==> src/hw/rtl/jvs_pkg.sv <==
// Shared types, constants and table functions of the joint velocity and gripper controller.
`default_nettype none

package jvs_pkg;

	localparam int FRAC_BITS_DEFAULT     = 12;
	localparam int TANH_SEGMENTS_DEFAULT = 64;
	localparam int QUEUE_DEPTH           = 2;

	localparam longint unsigned ONE_Q30 = 64'd1 << 30;

	localparam logic [15:0] GAIN_KP_RESET            = 16'd256;
	localparam logic [14:0] OMEGA_LIMIT_RESET        = 15'd819;
	localparam logic [14:0] POSITION_TOLERANCE_RESET = 15'd164;
	localparam logic [14:0] VELOCITY_TOLERANCE_RESET = 15'd41;
	localparam logic [23:0] SETTLE_TIME_US_RESET     = 24'd500000;

	typedef enum logic [2:0] {
		CFG_GAIN_KP            = 3'd0,
		CFG_OMEGA_LIMIT        = 3'd1,
		CFG_POSITION_TOLERANCE = 3'd2,
		CFG_VELOCITY_TOLERANCE = 3'd3,
		CFG_SETTLE_TIME_US     = 3'd4
	} cfg_index_t;

	typedef enum logic [1:0] {
		GRIP_OPEN    = 2'd0,
		GRIP_GRASP   = 2'd1,
		GRIP_RELEASE = 2'd2
	} gripper_mode_t;

	typedef enum logic [2:0] {
		B_IDLE,
		B_SEG,
		B_LERP,
		B_BLEND,
		B_SCALE
	} back_state_t;

	typedef struct packed {
		logic [15:0] gain_kp;
		logic [14:0] omega_limit;
		logic [14:0] position_tolerance;
		logic [14:0] velocity_tolerance;
		logic [23:0] settle_time_us;
	} cfg_t;

	// One classified joint sample on its way from the front to the back.
	typedef struct packed {
		logic [2:0]    joint_index;
		logic [15:0]   abs_error;
		logic          error_neg;
		logic          target_reached;
		logic          grasp_command;
		logic          release_command;
		gripper_mode_t gripper_phase;
	} job_t;

	// Unsigned quotient of two constants by restoring long division.
	function automatic longint unsigned quotient(longint unsigned num, longint unsigned den);
		longint unsigned q;
		longint unsigned r;
		q = '0;
		r = '0;
		for (int i = 63; i >= 0; i--) begin
			r = {r[62:0], num[i]};
			if (r >= den) begin
				r    = r - den;
				q[i] = 1'b1;
			end
		end
		return q;
	endfunction

	// Decay factor e^(-16/S) in Q30 from a truncated alternating series.
	function automatic longint unsigned tanh_decay(longint unsigned step);
		longint unsigned term;
		longint          sum;
		term = ONE_Q30;
		sum  = longint'(ONE_Q30);
		for (int n = 1; n <= 24; n++) begin
			term = (term * step) >> 30;
			term = quotient(term, 64'(n));
			if (n[0]) begin
				sum = sum - longint'(term);
			end else begin
				sum = sum + longint'(term);
			end
		end
		return (sum > 0) ? longint'(sum) : 64'd0;
	endfunction

	// Table entry k: (1 - u) / (1 + u) with u = decay^k, rounded half up.
	function automatic longint unsigned tanh_entry(int k, longint unsigned decay, int frac);
		longint unsigned u;
		longint unsigned den;
		u = ONE_Q30;
		for (int j = 0; j < k; j++) begin
			u = (u * decay + (ONE_Q30 >> 1)) >> 30;
		end
		den = ONE_Q30 + u;
		return quotient(((ONE_Q30 - u) << frac) + (den >> 1), den);
	endfunction

endpackage

`default_nettype wire

==> src/hw/rtl/joint_velocity_settle_gripper_ctrl.sv <==
// Top level of the joint velocity controller with settle detection and gripper sequencing.
//
// Channel  Direction  Handshake                     Contents
// s_axis   in         s_axis_tvalid/s_axis_tready   one joint sample, tlast ends a tick
// m_axis   out        m_axis_tvalid/m_axis_tready   one velocity command and gripper status
// cfg      in         cfg_valid/cfg_ready           register index and write data
//
// Each request yields one result. The back end runs one request at a time through its
// segment, table lookup, blend and scale steps and takes no new one from the queue before
// the scale step has loaded the output register, so it cannot start a request before the last
// is done. The front end accepts a request per cycle until the two-entry queue fills. The output
// register holds a result under stall while new requests keep entering until the queue fills.
// Reset is asynchronous and needs no clearing pass.
`default_nettype none

module joint_velocity_settle_gripper_ctrl #(
	parameter int FRAC_BITS     = jvs_pkg::FRAC_BITS_DEFAULT,
	parameter int TANH_SEGMENTS = jvs_pkg::TANH_SEGMENTS_DEFAULT
) (
	input  wire logic        clk,
	input  wire logic        arst_n,
	input  wire logic        s_axis_tvalid,
	output logic             s_axis_tready,
	// joint_index, joint_position, joint_velocity, target_position, tick_period_us,
	// release_request, then zero fill
	input  wire logic [71:0] s_axis_tdata,
	input  wire logic        s_axis_tlast,
	output logic             m_axis_tvalid,
	input  wire logic        m_axis_tready,
	// out_joint_index, velocity_command, target_reached, grasp_command, release_command,
	// gripper_phase
	output logic [23:0]      m_axis_tdata,
	input  wire logic        cfg_valid,
	output logic             cfg_ready,
	input  wire logic [2:0]  cfg_index,
	input  wire logic [23:0] cfg_data
);

	jvs_pkg::cfg_t cfg_q;
	jvs_pkg::job_t push_data;
	jvs_pkg::job_t q_head;
	logic          push;
	logic          pop;
	logic          q_full;
	logic          q_empty;

	assign cfg_ready = 1'b1;

	always_ff @(posedge clk or negedge arst_n) begin
		if (!arst_n) begin
			cfg_q.gain_kp            <= jvs_pkg::GAIN_KP_RESET;
			cfg_q.omega_limit        <= jvs_pkg::OMEGA_LIMIT_RESET;
			cfg_q.position_tolerance <= jvs_pkg::POSITION_TOLERANCE_RESET;
			cfg_q.velocity_tolerance <= jvs_pkg::VELOCITY_TOLERANCE_RESET;
			cfg_q.settle_time_us     <= jvs_pkg::SETTLE_TIME_US_RESET;
		end else if (cfg_valid && cfg_ready) begin
			unique case (cfg_index)
				jvs_pkg::CFG_GAIN_KP:            cfg_q.gain_kp <= cfg_data[15:0];
				jvs_pkg::CFG_OMEGA_LIMIT:        cfg_q.omega_limit <= cfg_data[14:0];
				jvs_pkg::CFG_POSITION_TOLERANCE: cfg_q.position_tolerance <= cfg_data[14:0];
				jvs_pkg::CFG_VELOCITY_TOLERANCE: cfg_q.velocity_tolerance <= cfg_data[14:0];
				jvs_pkg::CFG_SETTLE_TIME_US:     cfg_q.settle_time_us <= cfg_data;
				default: begin
				end
			endcase
		end
	end

	jvs_front u_front (
		.clk           (clk),
		.arst_n        (arst_n),
		.cfg           (cfg_q),
		.s_axis_tvalid (s_axis_tvalid),
		.s_axis_tready (s_axis_tready),
		.s_axis_tdata  (s_axis_tdata),
		.s_axis_tlast  (s_axis_tlast),
		.push          (push),
		.push_data     (push_data),
		.q_full        (q_full)
	);

	jvs_queue u_queue (
		.clk       (clk),
		.arst_n    (arst_n),
		.push      (push),
		.push_data (push_data),
		.full      (q_full),
		.pop       (pop),
		.head      (q_head),
		.empty     (q_empty)
	);

	jvs_back #(
		.FRAC_BITS     (FRAC_BITS),
		.TANH_SEGMENTS (TANH_SEGMENTS)
	) u_back (
		.clk           (clk),
		.arst_n        (arst_n),
		.cfg           (cfg_q),
		.q_empty       (q_empty),
		.q_head        (q_head),
		.pop           (pop),
		.m_axis_tvalid (m_axis_tvalid),
		.m_axis_tready (m_axis_tready),
		.m_axis_tdata  (m_axis_tdata)
	);

endmodule

`default_nettype wire

==> src/hw/rtl/jvs_queue.sv <==
// Short job queue between the front and the back.
`default_nettype none

module jvs_queue (
	input  wire logic         clk,
	input  wire logic         arst_n,
	input  wire logic         push,
	input  wire jvs_pkg::job_t push_data,
	output logic              full,
	input  wire logic         pop,
	output jvs_pkg::job_t     head,
	output logic              empty
);

	localparam int DEPTH = jvs_pkg::QUEUE_DEPTH;
	localparam int PW    = (DEPTH > 1) ? $clog2(DEPTH) : 1;
	localparam int CW    = $clog2(DEPTH + 1);

	jvs_pkg::job_t  slot_q [DEPTH];
	logic [PW-1:0]  wr_ptr_q;
	logic [PW-1:0]  rd_ptr_q;
	logic [CW-1:0]  count_q;

	assign full  = (count_q == CW'(DEPTH));
	assign empty = (count_q == '0);
	assign head  = slot_q[rd_ptr_q];

	always_ff @(posedge clk or negedge arst_n) begin
		if (!arst_n) begin
			wr_ptr_q <= '0;
			rd_ptr_q <= '0;
			count_q  <= '0;
		end else begin
			if (push) begin
				wr_ptr_q <= (wr_ptr_q == PW'(DEPTH - 1)) ? '0 : wr_ptr_q + PW'(1);
			end
			if (pop) begin
				rd_ptr_q <= (rd_ptr_q == PW'(DEPTH - 1)) ? '0 : rd_ptr_q + PW'(1);
			end
			if (push && !pop) begin
				count_q <= count_q + CW'(1);
			end else if (pop && !push) begin
				count_q <= count_q - CW'(1);
			end
		end
	end

	always_ff @(posedge clk) begin
		if (push) begin
			slot_q[wr_ptr_q] <= push_data;
		end
	end

	a_no_overflow: assert property (@(posedge clk) disable iff (!arst_n) push |-> !full)
		else $error("job queue written while full");
	a_no_underflow: assert property (@(posedge clk) disable iff (!arst_n) pop |-> !empty)
		else $error("job queue read while empty");

endmodule

`default_nettype wire

==> src/hw/rtl/jvs_front.sv <==
// Front end: takes joint samples, judges settling and sequences the gripper.
`default_nettype none

module jvs_front (
	input  wire logic          clk,
	input  wire logic          arst_n,
	input  wire jvs_pkg::cfg_t cfg,
	input  wire logic          s_axis_tvalid,
	output logic               s_axis_tready,
	input  wire logic [71:0]   s_axis_tdata,
	input  wire logic          s_axis_tlast,
	output logic               push,
	output jvs_pkg::job_t      push_data,
	input  wire logic          q_full
);

	logic                  s1_valid_s1;
	logic [2:0]            joint_index_s1;
	logic [15:0]           abs_error_s1;
	logic                  error_neg_s1;
	logic [15:0]           abs_velocity_s1;
	logic [15:0]           tick_period_s1;
	logic                  release_request_s1;
	logic                  last_joint_s1;

	logic [15:0]           max_err_q;
	logic [15:0]           max_vel_q;
	logic [23:0]           timer_q;
	logic                  reached_q;
	logic                  grasp_issued_q;
	logic                  release_pending_q;
	logic                  release_issued_q;
	jvs_pkg::gripper_mode_t mode_q;

	logic [15:0]           max_err_d;
	logic [15:0]           max_vel_d;
	logic [23:0]           timer_d;
	logic                  reached_d;
	logic                  grasp_issued_d;
	logic                  release_pending_d;
	logic                  release_issued_d;
	jvs_pkg::gripper_mode_t mode_d;
	logic                  grasp_pulse;
	logic                  release_pulse;
	logic                  settled;
	logic [24:0]           timer_sum;
	logic [23:0]           timer_sat;

	logic [15:0]           in_position;
	logic [15:0]           in_velocity;
	logic [15:0]           in_target;
	logic [16:0]           err_wide;
	logic [16:0]           err_abs;
	logic [16:0]           vel_wide;
	logic [16:0]           vel_abs;
	logic                  accept;

	assign in_position = s_axis_tdata[18:3];
	assign in_velocity = s_axis_tdata[34:19];
	assign in_target   = s_axis_tdata[50:35];
	assign err_wide    = {in_target[15], in_target} - {in_position[15], in_position};
	assign err_abs     = err_wide[16] ? (17'd0 - err_wide) : err_wide;
	assign vel_wide    = {in_velocity[15], in_velocity};
	assign vel_abs     = vel_wide[16] ? (17'd0 - vel_wide) : vel_wide;

	assign push          = s1_valid_s1 && !q_full;
	assign s_axis_tready = !s1_valid_s1 || push;
	assign accept        = s_axis_tvalid && s_axis_tready;

	always_ff @(posedge clk or negedge arst_n) begin
		if (!arst_n) begin
			s1_valid_s1 <= 1'b0;
		end else if (accept) begin
			s1_valid_s1 <= 1'b1;
		end else if (push) begin
			s1_valid_s1 <= 1'b0;
		end
	end

	always_ff @(posedge clk) begin
		if (accept) begin
			joint_index_s1     <= s_axis_tdata[2:0];
			abs_error_s1       <= err_abs[15:0];
			error_neg_s1       <= err_wide[16];
			abs_velocity_s1    <= vel_abs[15:0];
			tick_period_s1     <= s_axis_tdata[66:51];
			release_request_s1 <= s_axis_tdata[67];
			last_joint_s1      <= s_axis_tlast;
		end
	end

	// The running maxima stay below tolerance only if both the stored maximum
	// and the current sample do, so the tick is judged with parallel compares.
	always_comb begin
		settled = max_err_q < {1'b0, cfg.position_tolerance}
			&& abs_error_s1 < {1'b0, cfg.position_tolerance}
			&& max_vel_q < {1'b0, cfg.velocity_tolerance}
			&& abs_velocity_s1 < {1'b0, cfg.velocity_tolerance};
		timer_sum = {1'b0, timer_q} + {9'd0, tick_period_s1};
		timer_sat = timer_sum[24] ? 24'hFFFFFF : timer_sum[23:0];

		max_err_d         = (abs_error_s1 > max_err_q) ? abs_error_s1 : max_err_q;
		max_vel_d         = (abs_velocity_s1 > max_vel_q) ? abs_velocity_s1 : max_vel_q;
		timer_d           = timer_q;
		reached_d         = reached_q;
		release_pending_d = release_pending_q || release_request_s1;
		grasp_issued_d    = grasp_issued_q;
		release_issued_d  = release_issued_q;
		mode_d            = mode_q;
		grasp_pulse       = 1'b0;
		release_pulse     = 1'b0;

		if (last_joint_s1) begin
			max_err_d = '0;
			max_vel_d = '0;
			if (settled) begin
				timer_d = timer_sat;
				if (timer_sat > cfg.settle_time_us) begin
					reached_d = 1'b1;
				end
			end else begin
				timer_d = '0;
			end

			if (reached_d) begin
				unique case (mode_q)
					jvs_pkg::GRIP_OPEN: begin
						if (!grasp_issued_q) begin
							grasp_pulse    = 1'b1;
							grasp_issued_d = 1'b1;
							mode_d         = jvs_pkg::GRIP_GRASP;
						end
					end
					jvs_pkg::GRIP_GRASP: begin
						if (release_pending_d) begin
							mode_d = jvs_pkg::GRIP_RELEASE;
						end
					end
					jvs_pkg::GRIP_RELEASE: begin
						if (release_pending_d && !release_issued_q) begin
							release_pulse    = 1'b1;
							release_issued_d = 1'b1;
						end
					end
					default: begin
					end
				endcase
			end
		end

		push_data.joint_index     = joint_index_s1;
		push_data.abs_error       = abs_error_s1;
		push_data.error_neg       = error_neg_s1;
		push_data.target_reached  = reached_d;
		push_data.grasp_command   = grasp_pulse;
		push_data.release_command = release_pulse;
		push_data.gripper_phase   = mode_d;
	end

	always_ff @(posedge clk or negedge arst_n) begin
		if (!arst_n) begin
			max_err_q         <= '0;
			max_vel_q         <= '0;
			timer_q           <= '0;
			reached_q         <= 1'b0;
			grasp_issued_q    <= 1'b0;
			release_pending_q <= 1'b0;
			release_issued_q  <= 1'b0;
			mode_q            <= jvs_pkg::GRIP_OPEN;
		end else if (push) begin
			max_err_q         <= max_err_d;
			max_vel_q         <= max_vel_d;
			timer_q           <= timer_d;
			reached_q         <= reached_d;
			grasp_issued_q    <= grasp_issued_d;
			release_pending_q <= release_pending_d;
			release_issued_q  <= release_issued_d;
			mode_q            <= mode_d;
		end
	end

	a_reached_sticky: assert property (@(posedge clk) disable iff (!arst_n) !$fell(reached_q))
		else $error("target reached flag cleared after latching");
	a_grasp_needs_reached: assert property (@(posedge clk) disable iff (!arst_n)
		(push && push_data.grasp_command) |-> (push_data.target_reached && !grasp_issued_q))
		else $error("grasp command without settled target or issued twice");

endmodule

`default_nettype wire

==> src/hw/rtl/jvs_back.sv <==
// Back end: computes the tanh-shaped velocity command and holds the result register.
`default_nettype none

module jvs_back #(
	parameter int FRAC_BITS     = jvs_pkg::FRAC_BITS_DEFAULT,
	parameter int TANH_SEGMENTS = jvs_pkg::TANH_SEGMENTS_DEFAULT
) (
	input  wire logic          clk,
	input  wire logic          arst_n,
	input  wire jvs_pkg::cfg_t cfg,
	input  wire logic          q_empty,
	input  wire jvs_pkg::job_t q_head,
	output logic               pop,
	output logic               m_axis_tvalid,
	input  wire logic          m_axis_tready,
	output logic [23:0]        m_axis_tdata
);

	localparam int SPAN_W = FRAC_BITS + 3;
	localparam int KW     = $clog2(TANH_SEGMENTS + 1);
	localparam int TW     = FRAC_BITS + 1;
	localparam int PW     = SPAN_W + KW;
	localparam int BW     = TW + SPAN_W;
	localparam int SW     = 15 + TW;

	localparam longint unsigned TANH_STEP  = (64'd16 << 30) / TANH_SEGMENTS;
	localparam longint unsigned TANH_DECAY = jvs_pkg::tanh_decay(TANH_STEP);
	localparam logic [KW-1:0]   SEG_LAST   = KW'(TANH_SEGMENTS);

	logic [TW-1:0] tanh_rom [TANH_SEGMENTS + 1];

	for (genvar k = 0; k <= TANH_SEGMENTS; k++) begin : g_tanh
		localparam logic [TW-1:0] ENTRY = TW'(jvs_pkg::tanh_entry(k, TANH_DECAY, FRAC_BITS));
		assign tanh_rom[k] = ENTRY;
	end

	jvs_pkg::back_state_t state_q;
	jvs_pkg::back_state_t state_d;
	jvs_pkg::job_t        job_q;
	logic [23:0]          arg_q;
	logic [KW-1:0]        k_q;
	logic [SPAN_W-1:0]    f_q;
	logic [TW-1:0]        t0_q;
	logic [TW-1:0]        diff_q;
	logic [TW-1:0]        value_q;
	logic                 out_load;

	logic [31:0]          gain_prod;
	logic                 arg_sat;
	logic [PW-1:0]        seg_prod;
	logic [KW-1:0]        k_next;
	logic [BW-1:0]        blend_prod;
	logic [SW-1:0]        scale_prod;
	logic [15:0]          mag;
	logic [15:0]          command;

	assign gain_prod  = 32'(q_head.abs_error) * 32'(cfg.gain_kp);
	assign arg_sat    = |arg_q[23:SPAN_W];
	assign seg_prod   = PW'(arg_q[SPAN_W-1:0]) * PW'(TANH_SEGMENTS);
	assign k_next     = (k_q == SEG_LAST) ? k_q : k_q + KW'(1);
	assign blend_prod = BW'(diff_q) * BW'(f_q);
	assign scale_prod = SW'(cfg.omega_limit) * SW'(value_q);
	assign mag        = {1'b0, scale_prod[FRAC_BITS+14:FRAC_BITS]};
	assign command    = job_q.error_neg ? (16'd0 - mag) : mag;

	always_ff @(posedge clk or negedge arst_n) begin
		if (!arst_n) begin
			state_q <= jvs_pkg::B_IDLE;
		end else begin
			state_q <= state_d;
		end
	end

	always_comb begin
		state_d  = state_q;
		pop      = 1'b0;
		out_load = 1'b0;
		unique case (state_q)
			jvs_pkg::B_IDLE: begin
				if (!q_empty) begin
					pop     = 1'b1;
					state_d = jvs_pkg::B_SEG;
				end
			end
			jvs_pkg::B_SEG:   state_d = jvs_pkg::B_LERP;
			jvs_pkg::B_LERP:  state_d = jvs_pkg::B_BLEND;
			jvs_pkg::B_BLEND: state_d = jvs_pkg::B_SCALE;
			jvs_pkg::B_SCALE: begin
				if (!m_axis_tvalid || m_axis_tready) begin
					out_load = 1'b1;
					if (!q_empty) begin
						pop     = 1'b1;
						state_d = jvs_pkg::B_SEG;
					end else begin
						state_d = jvs_pkg::B_IDLE;
					end
				end
			end
			default: state_d = jvs_pkg::B_IDLE;
		endcase
	end

	always_ff @(posedge clk) begin
		if (pop) begin
			job_q <= q_head;
			arg_q <= gain_prod[31:8];
		end
		case (state_q)
			jvs_pkg::B_SEG: begin
				k_q <= arg_sat ? SEG_LAST : seg_prod[PW-1:SPAN_W];
				f_q <= arg_sat ? '0 : seg_prod[SPAN_W-1:0];
			end
			jvs_pkg::B_LERP: begin
				t0_q   <= tanh_rom[k_q];
				diff_q <= tanh_rom[k_next] - tanh_rom[k_q];
			end
			jvs_pkg::B_BLEND: begin
				value_q <= t0_q + blend_prod[BW-1:SPAN_W];
			end
			default: begin
			end
		endcase
	end

	always_ff @(posedge clk or negedge arst_n) begin
		if (!arst_n) begin
			m_axis_tvalid <= 1'b0;
		end else if (out_load) begin
			m_axis_tvalid <= 1'b1;
		end else if (m_axis_tready) begin
			m_axis_tvalid <= 1'b0;
		end
	end

	always_ff @(posedge clk) begin
		if (out_load) begin
			m_axis_tdata <= {job_q.gripper_phase, job_q.release_command, job_q.grasp_command,
				job_q.target_reached, command, job_q.joint_index};
		end
	end

endmodule

`default_nettype wire
==> config.mk <==
export PLATFORM = sky130hd
export DESIGN_NAME = joint_velocity_settle_gripper_ctrl
export DESIGN_NICKNAME = d
export VERILOG_FILES = /design/src/hw/rtl/jvs_pkg.sv /design/src/hw/rtl/joint_velocity_settle_gripper_ctrl.sv /design/src/hw/rtl/jvs_queue.sv /design/src/hw/rtl/jvs_front.sv /design/src/hw/rtl/jvs_back.sv
export SDC_FILE = /design/constraint.sdc
export NUM_CORES = 2
export LEC_CHECK = 0
export ABC_AREA = 0
export BUFFER_PORTS_ARGS = -buffer_cell sky130_fd_sc_hd__buf_2
export CAP_MARGIN = 20
export CORE_MARGIN = 3
export CORE_UTILIZATION = 62
export CTS_BUF_LIST = sky130_fd_sc_hd__clkbuf_16
export DETAILED_ROUTE_END_ITERATION = 12
export PLACE_DENSITY = 0.9
export SYNTH_ARGS = -nofsm -noshare
export SYNTH_HDL_FRONTEND = slang
export SYNTH_SLANG_ARGS = --single-unit
==> constraint.sdc <==
create_clock -name clk -period 9.7 [get_ports clk]
set_input_delay 2.91 -clock clk [delete_from_list [all_inputs] [get_ports clk]]
set_output_delay 2.91 -clock clk [all_outputs]
set_load 0.05 [all_outputs]
==> Yosys cells after proc, flatten, opt, wreduce, memory -nomap -nowiden <==
Memory sizes are Yosys's and may differ from the RTL's.
Cells that the tools add are included.
{ "word_totals": {"regBits": 328, "ram_bits": 50, "romBits": 3328, "in_bits": 105, "output_inout_bits": 27, "wordCells": 175, "n_memories": 3} }
{ "mem_list": {"columns": ["memory", "depth", "width", "rd", "rd_clocked_by_memory_dff", "write_ports", "line_no", "source"], "rows": [
  ["(no name shown)", 128, 13, 1, 0, 0, "jvs_back.sv:114", "t0_q <= tanh_rom[k_q];"],
  ["(no name shown)", 128, 13, 1, 0, 0, "jvs_back.sv:115", "diff_q <= tanh_rom[k_next] - tanh_rom[k_q];"],
  ["u_queue.slot_q", 2, 25, 1, 0, 1, "jvs_queue.sv:19", "jvs_pkg::job_t slot_q [DEPTH];"]
]} }
{ "op_classes": {"add_sub_neg": 12, "n_mul": 3, "n_lt_le_gt_ge": 9, "eq_ne": 14, "mux": 51, "n_bitwise": 2, "reduce_logical": 38} }
{ "ops": {"columns": ["cell", "n"], "rows": [
  ["16-bit 2-to-1 mux", 5],
  ["16-bit by 15-bit < comparator with 1-bit output", 4],
  ["13-bit 2-to-1 mux", 4],
  ["24-bit 2-to-1 mux", 2],
  ["16-bit greater-than comparator", 2],
  ["16-bit by 16-bit multiplier with 32-bit output", 1],
  ["1-bit by 16-bit subtractor with 16-bit output (first input constant)", 2],
  ["15-bit 2-to-1 mux", 2],
  ["13-bit by 15-bit multiplier with 28-bit output", 1],
  ["15-bit by 13-bit multiplier with 27-bit output", 1],
  ["24-bit by 16-bit adder with 25-bit output", 1],
  ["1-bit 2-to-1 mux", 25],
  ["24-bit greater-than comparator", 1],
  ["2-bit AND reduction", 9],
  ["16-bit by 16-bit subtractor with 17-bit output", 1],
  ["8-bit >= comparator (second input constant)", 2],
  ["7-bit inverter with 8-bit output", 2],
  ["1-bit by 15-bit subtractor with 16-bit output (first input constant)", 1],
  ["3-bit case mux with 5 select lines", 1],
  ["7-bit 2-to-1 mux", 2],
  ["13-bit adder", 1],
  ["13-bit subtractor", 1],
  ["3-bit by 2-bit == test with 1-bit output (second input constant)", 4],
  ["2-bit 2-to-1 mux", 6],
  ["other kinds (23)", 48]
]} }

==> Logic depth before layout (Yosys ltp) <==
{ "depth": {"depth_word": 8, "ltp_mapped": 30, "depth_no_buf": 29} }

==> Cells and area by module <==
A second synthesis with hierarchy kept.
{ "hier_totals": {"cells_unflattened": 3949, "hier_area_um2": 39050.0} }
{ "modules_own_cells": {"columns": ["mod", "n_inst", "cells_each", "area_per_inst_um2", "seq_area_each_um2"], "rows": [
  ["jvs_back", 1, 2629, 23976.7, 3463.3],
  ["jvs_front", 1, 1040, 9689.3, 3198.1],
  ["joint_velocity_settle_gripper_ctrl", 1, 186, 3291.9, 2152.1],
  ["jvs_queue", 1, 94, 2092.0, 1601.5]
]} }

==> Worst setup path after synthesis <==
Ideal clock, no wire load.
{ "synth_timing": {"path_type": "register to register", "start": "register u_queue.rd_ptr_q", "end": "register u_back.arg_q[22], data pin", "setup_ns": 0.258, "t_arrival_ns": 6.869, "required_time_ns": 9.442, "path_slack_ns": 2.573, "path_stages_with_launch": 26, "n_path_buf": 3, "period_less_slack_ns": 7.127, "path_cell_list": "dfrtp_1 -> clkbuf_1 -> clkbuf_1 -> mux2_2 -> clkbuf_1 -> nand2_1 -> fa_1 -> inv_1 -> fa_1 -> fa_1 -> fa_1 -> fa_1 -> inv_1 -> fa_1 -> inv_1 -> ha_1 -> a21o_1 -> a21o_1 -> a21oi_1 -> o21ai_0 -> a221o_1 -> and3_1 -> a221o_1 -> or2_1 -> a21oi_1 -> xnor2_1"} }
{ "synth_between": {"elab_chain_cells": 2} }
{ "synth_lines": {"columns": ["element", "line_no", "source"], "rows": [
  ["start: declaration", "jvs_queue.sv:21", "logic [PW-1:0] rd_ptr_q;"],
  ["start signal: assignment", "jvs_queue.sv:38", "rd_ptr_q <= (rd_ptr_q == PW'(DEPTH - 1)) ? '0 : rd_ptr_q + PW'(1);"],
  ["memory 2 x 25 bit", null, null],
  ["16-bit by 16-bit multiplier with 32-bit output", "jvs_back.sv:57", "assign gain_prod = 32'(q_head.abs_error) * 32'(cfg.gain_kp);"],
  ["via u_back.gain_prod[30]", "jvs_back.sv:48", "logic [31:0] gain_prod;"],
  ["end signal: assignment", "jvs_back.sv:106", "arg_q <= gain_prod[31:8];"],
  ["end: declaration", "jvs_back.sv:40", "logic [23:0] arg_q;"]
]} }
The timed path passes the listed nets, and every way through them passes these cells.
A chain may end at the register's enable or synchronous reset.

==> Worst setup path in the final report <==
{ "layout_timing": {"start": "register u_queue.rd_ptr_q", "end": "register u_back.arg_q[23], data pin"} }
Same word-level chain as after synthesis.

==> summary.txt <==
status -> finished, final reports clean
Worst Tran Pin Value -> 1.06 ns
Avg WL per Cell -> 19.0 um
synthesized cell area -> 38,400 um2
H-tree depth -> 2
post-layout min period -> 7.99 ns
most frequent CP cell -> fa_1
Routed WL -> 91,300 um
mean area per synthesized cell -> 9.73 um2
Pre-antenna DRT Iters -> 6
Setup crit end kind -> flip-flop
post-synth cell types -> 80
vias -> 29,200
number of I/O port buffers -> 126
Max stage delay on crit path -> 0.99 ns
DR top layer -> met4
Die W -> 255 um
share of cells above drive strength 1 -> 0.0858
row count -> 90
setup_tns -> 0 ns
largest net degree at the start of global routing -> 85
TritonCTS clock tree -> yes
CP Launch Type -> flip-flop
total CTS buffers -> 41
routability cong. -> 0.925
metal2 WL -> 44,800 um
clk slew on worst S/H paths -> 0.06 ns
ys async rst share -> 0.419
Max-Cap Viols -> 0
P&R area growth vs syn -> 7.01%
Warnings, synthesis -> 0
FF+latch count, synth -> 372
postcts setup bufs -> 0
Max-Slew Margin vs Limit -> 0.289
CP arrival -> 8.31 ns
most frequent cell after synthesis -> inv_1
largest cells by area after synthesis -> fa_1 22%, edfxtp_1 17%, ha_1 13%, dfrtp_1 8.9%, inv_1 6.8%
drt via density -> 6.07
register area share after synthesis -> 0.271
initial antenna violation count -> 0
Post-synth top flop -> edfxtp_1
GR Overflow Total -> 0
worst endpoint required time -> 10.03 ns
Final period util -> 0.823
I/O Pins -> 132
# resized after CTS -> 0
Fin Clk Skew -> 0.0373 ns
post-detailed-route count of antenna-violating nets -> 0
dpl hpwl -> 67,500 um
fmax -> 125 MHz
Clock Path Buffers -> 3
Clock Latency Late Sink -> 0.62 ns
Hold Path Class -> reg2reg
clk sink count -> 372
wl on met1 -> 33,400 um
slowest cell on the critical path -> dfrtp_1
initial core utilization -> 0.631
Final Max Slew Viols -> 0
Synth top cells by count -> 700 x inv_1, 495 x nand2_1, 414 x fa_1
biggest area consumer among synthesized cells -> fa_1
crit path kind -> reg2reg
die area -> 64,900 um2
Iter 0 DRT Violations -> 2,458
GRT Total Usage -> 0.287
fin nets -> 4,930
Util after Layout -> 0.676
RSZ-0062 raised after global routing -> false
Fin. Hold Viols -> 0
vias in the first global route -> 30,700
Placeable Area -> 60,800 um2
CTS root buffer -> clkbuf_16
Die Y -> 255 um
area share of the largest cell type after synthesis -> 0.216
Syn Inst Count -> 3,947
cells along the critical path -> mux2_2 -> and2_1 -> fa_1 -> inv_1 -> fa_1 -> inv_1 -> fa_1 -> inv_1 -> fa_1 -> inv_1 -> fa_1 -> fa_1 -> ha_1 -> a21o_1 -> a21o_1 -> a21oi_1 -> o21ai_0 -> a221o_1 -> and3_1 -> a221o_1 -> o41ai_1 -> xnor2_1
number of flops mapped to enable cells by yosys -> 216
Post-route DRC -> 0
Final Setup Violations -> 0
CP Max Fanout -> 19
CTS Hold Buffers Added -> 0
Non-Filler Instances -> 4,815
Synthesized Nets -> 4,878
dpl cells -> 4,734
length of routed met3 wiring -> 7850 um
first-pass GRT wire length -> 150,000 um
-- per-layer routing --
| metal | global-route usage | up-vias |
|---|---|---|
| met2 | 0.491 | 1558 |
| met4 | 0.158 | 0 |
| met5 | 0 | - |
| met3 | 0.0520 | 407 |
| met1 | 0.347 | 14300 |
| li1 | - | 13000 |
-- worst max-delay path, delay by kind of cell (launching register included) --
family	cells	cell delay (ns)
AND/OR/NAND/NOR	2	0.42
buffers and inverters	4	0.23
adder cells (fa/ha/maj)	7	3.56
AO/OA/AOI/OAI	7	1.82
XOR/XNOR	1	0.12
flip-flops	1	0.99
multiplexers	1	0.57
-- layout by cell type (no fill, tap or decap), types with 21 or more instances in the layout --
| master | synthesis | final |
|---|---|---|
| xnor2_1 | 117 | 117 |
| nand4_1 | 28 | 28 |
| nor2_1 | 110 | 108 |
| buf_4 | 1 | 23 |
| or3_1 | 21 | 21 |
| fa_1 | 414 | 414 |
| clkbuf_16 | 0 | 41 |
| a21oi_1 | 118 | 118 |
| nor3_1 | 49 | 47 |
| nand2_1 | 495 | 495 |
| o21ai_0 | 136 | 136 |
| a22o_1 | 44 | 44 |
| a31oi_1 | 21 | 21 |
| buf_2 | 1 | 125 |
| ha_1 | 412 | 412 |
| and2_1 | 256 | 255 |
| inv_1 | 700 | 702 |
| edfxtp_1 | 216 | 216 |
| xor2_1 | 40 | 40 |
| dfrtp_1 | 136 | 136 |
| mux2_2 | 76 | 76 |
| nor2b_1 | 25 | 25 |
| nand3_1 | 36 | 36 |
| nand2b_1 | 25 | 25 |
| a21o_1 | 62 | 62 |
-- per-stage QoR --
stage	area (um2)	hold WS, ns	setup slack (ns)
final	41100	0.417	1.71
after global routing	41100	0.428	1.36
after CTS	41000	0.412	1.81
after detailed placement	39700	0.405	1.86
after global placement	39700	0.402	1.95
after floorplan	38400	0.400	2.57
-- flip-flops by register name, summed over array words and instances, names as in the netlist, 24 cells and up --
register,cells
u_back.m_axis_tdata,24
u_front.timer_q,24
u_back.arg_q,24
cfg_q,85
u_queue.slot_q,50
-- final cells by class --
| type | instances | area (um2) |
|---|---|---|
| diodes | 1 | 2.50 |
| clock buffers | 41 | 1030 |
| clock inverters | 35 | 304 |
| fillers | 4155 | 19700 |
| inverters | 702 | 2640 |
| multi-input cells | 2731 | 24900 |
| flip-flops and latches | 372 | 10400 |
| well taps | 782 | 978 |
| repair buffers | 151 | 848 |
-- cells by family after synthesis --
group	count (synthesis)	share of synthesized area
other cells	1	0.0000977
xor+xnor	157	0.0358
buf+inv	844	0.0827
flops	372	0.271
simple gates	1117	0.142
mux	86	0.0256
fa+ha+maj	826	0.350
compound gates	544	0.0924
-- final timing paths --
path	start	to	slack (ns)	cells past startpoint
worst max register to register	u_queue.rd_ptr_q	u_back.arg_q[23]	1.71	22
worst min register to register	u_back.job_q[24]	u_back.m_axis_tdata[2]	0.42	0
worst min-delay path	u_back.job_q[24]	u_back.m_axis_tdata[2]	0.42	0
min in group asynchronous	arst_n	u_front.max_vel_q[0]	2.35	1
worst max-delay path	u_queue.rd_ptr_q	u_back.arg_q[23]	1.71	22
max in group asynchronous	arst_n	cfg_q[74]	5.91	2
Power is not shown: default switching activity piles up to over one toggle a cycle in this logic, so the estimate is an artifact.
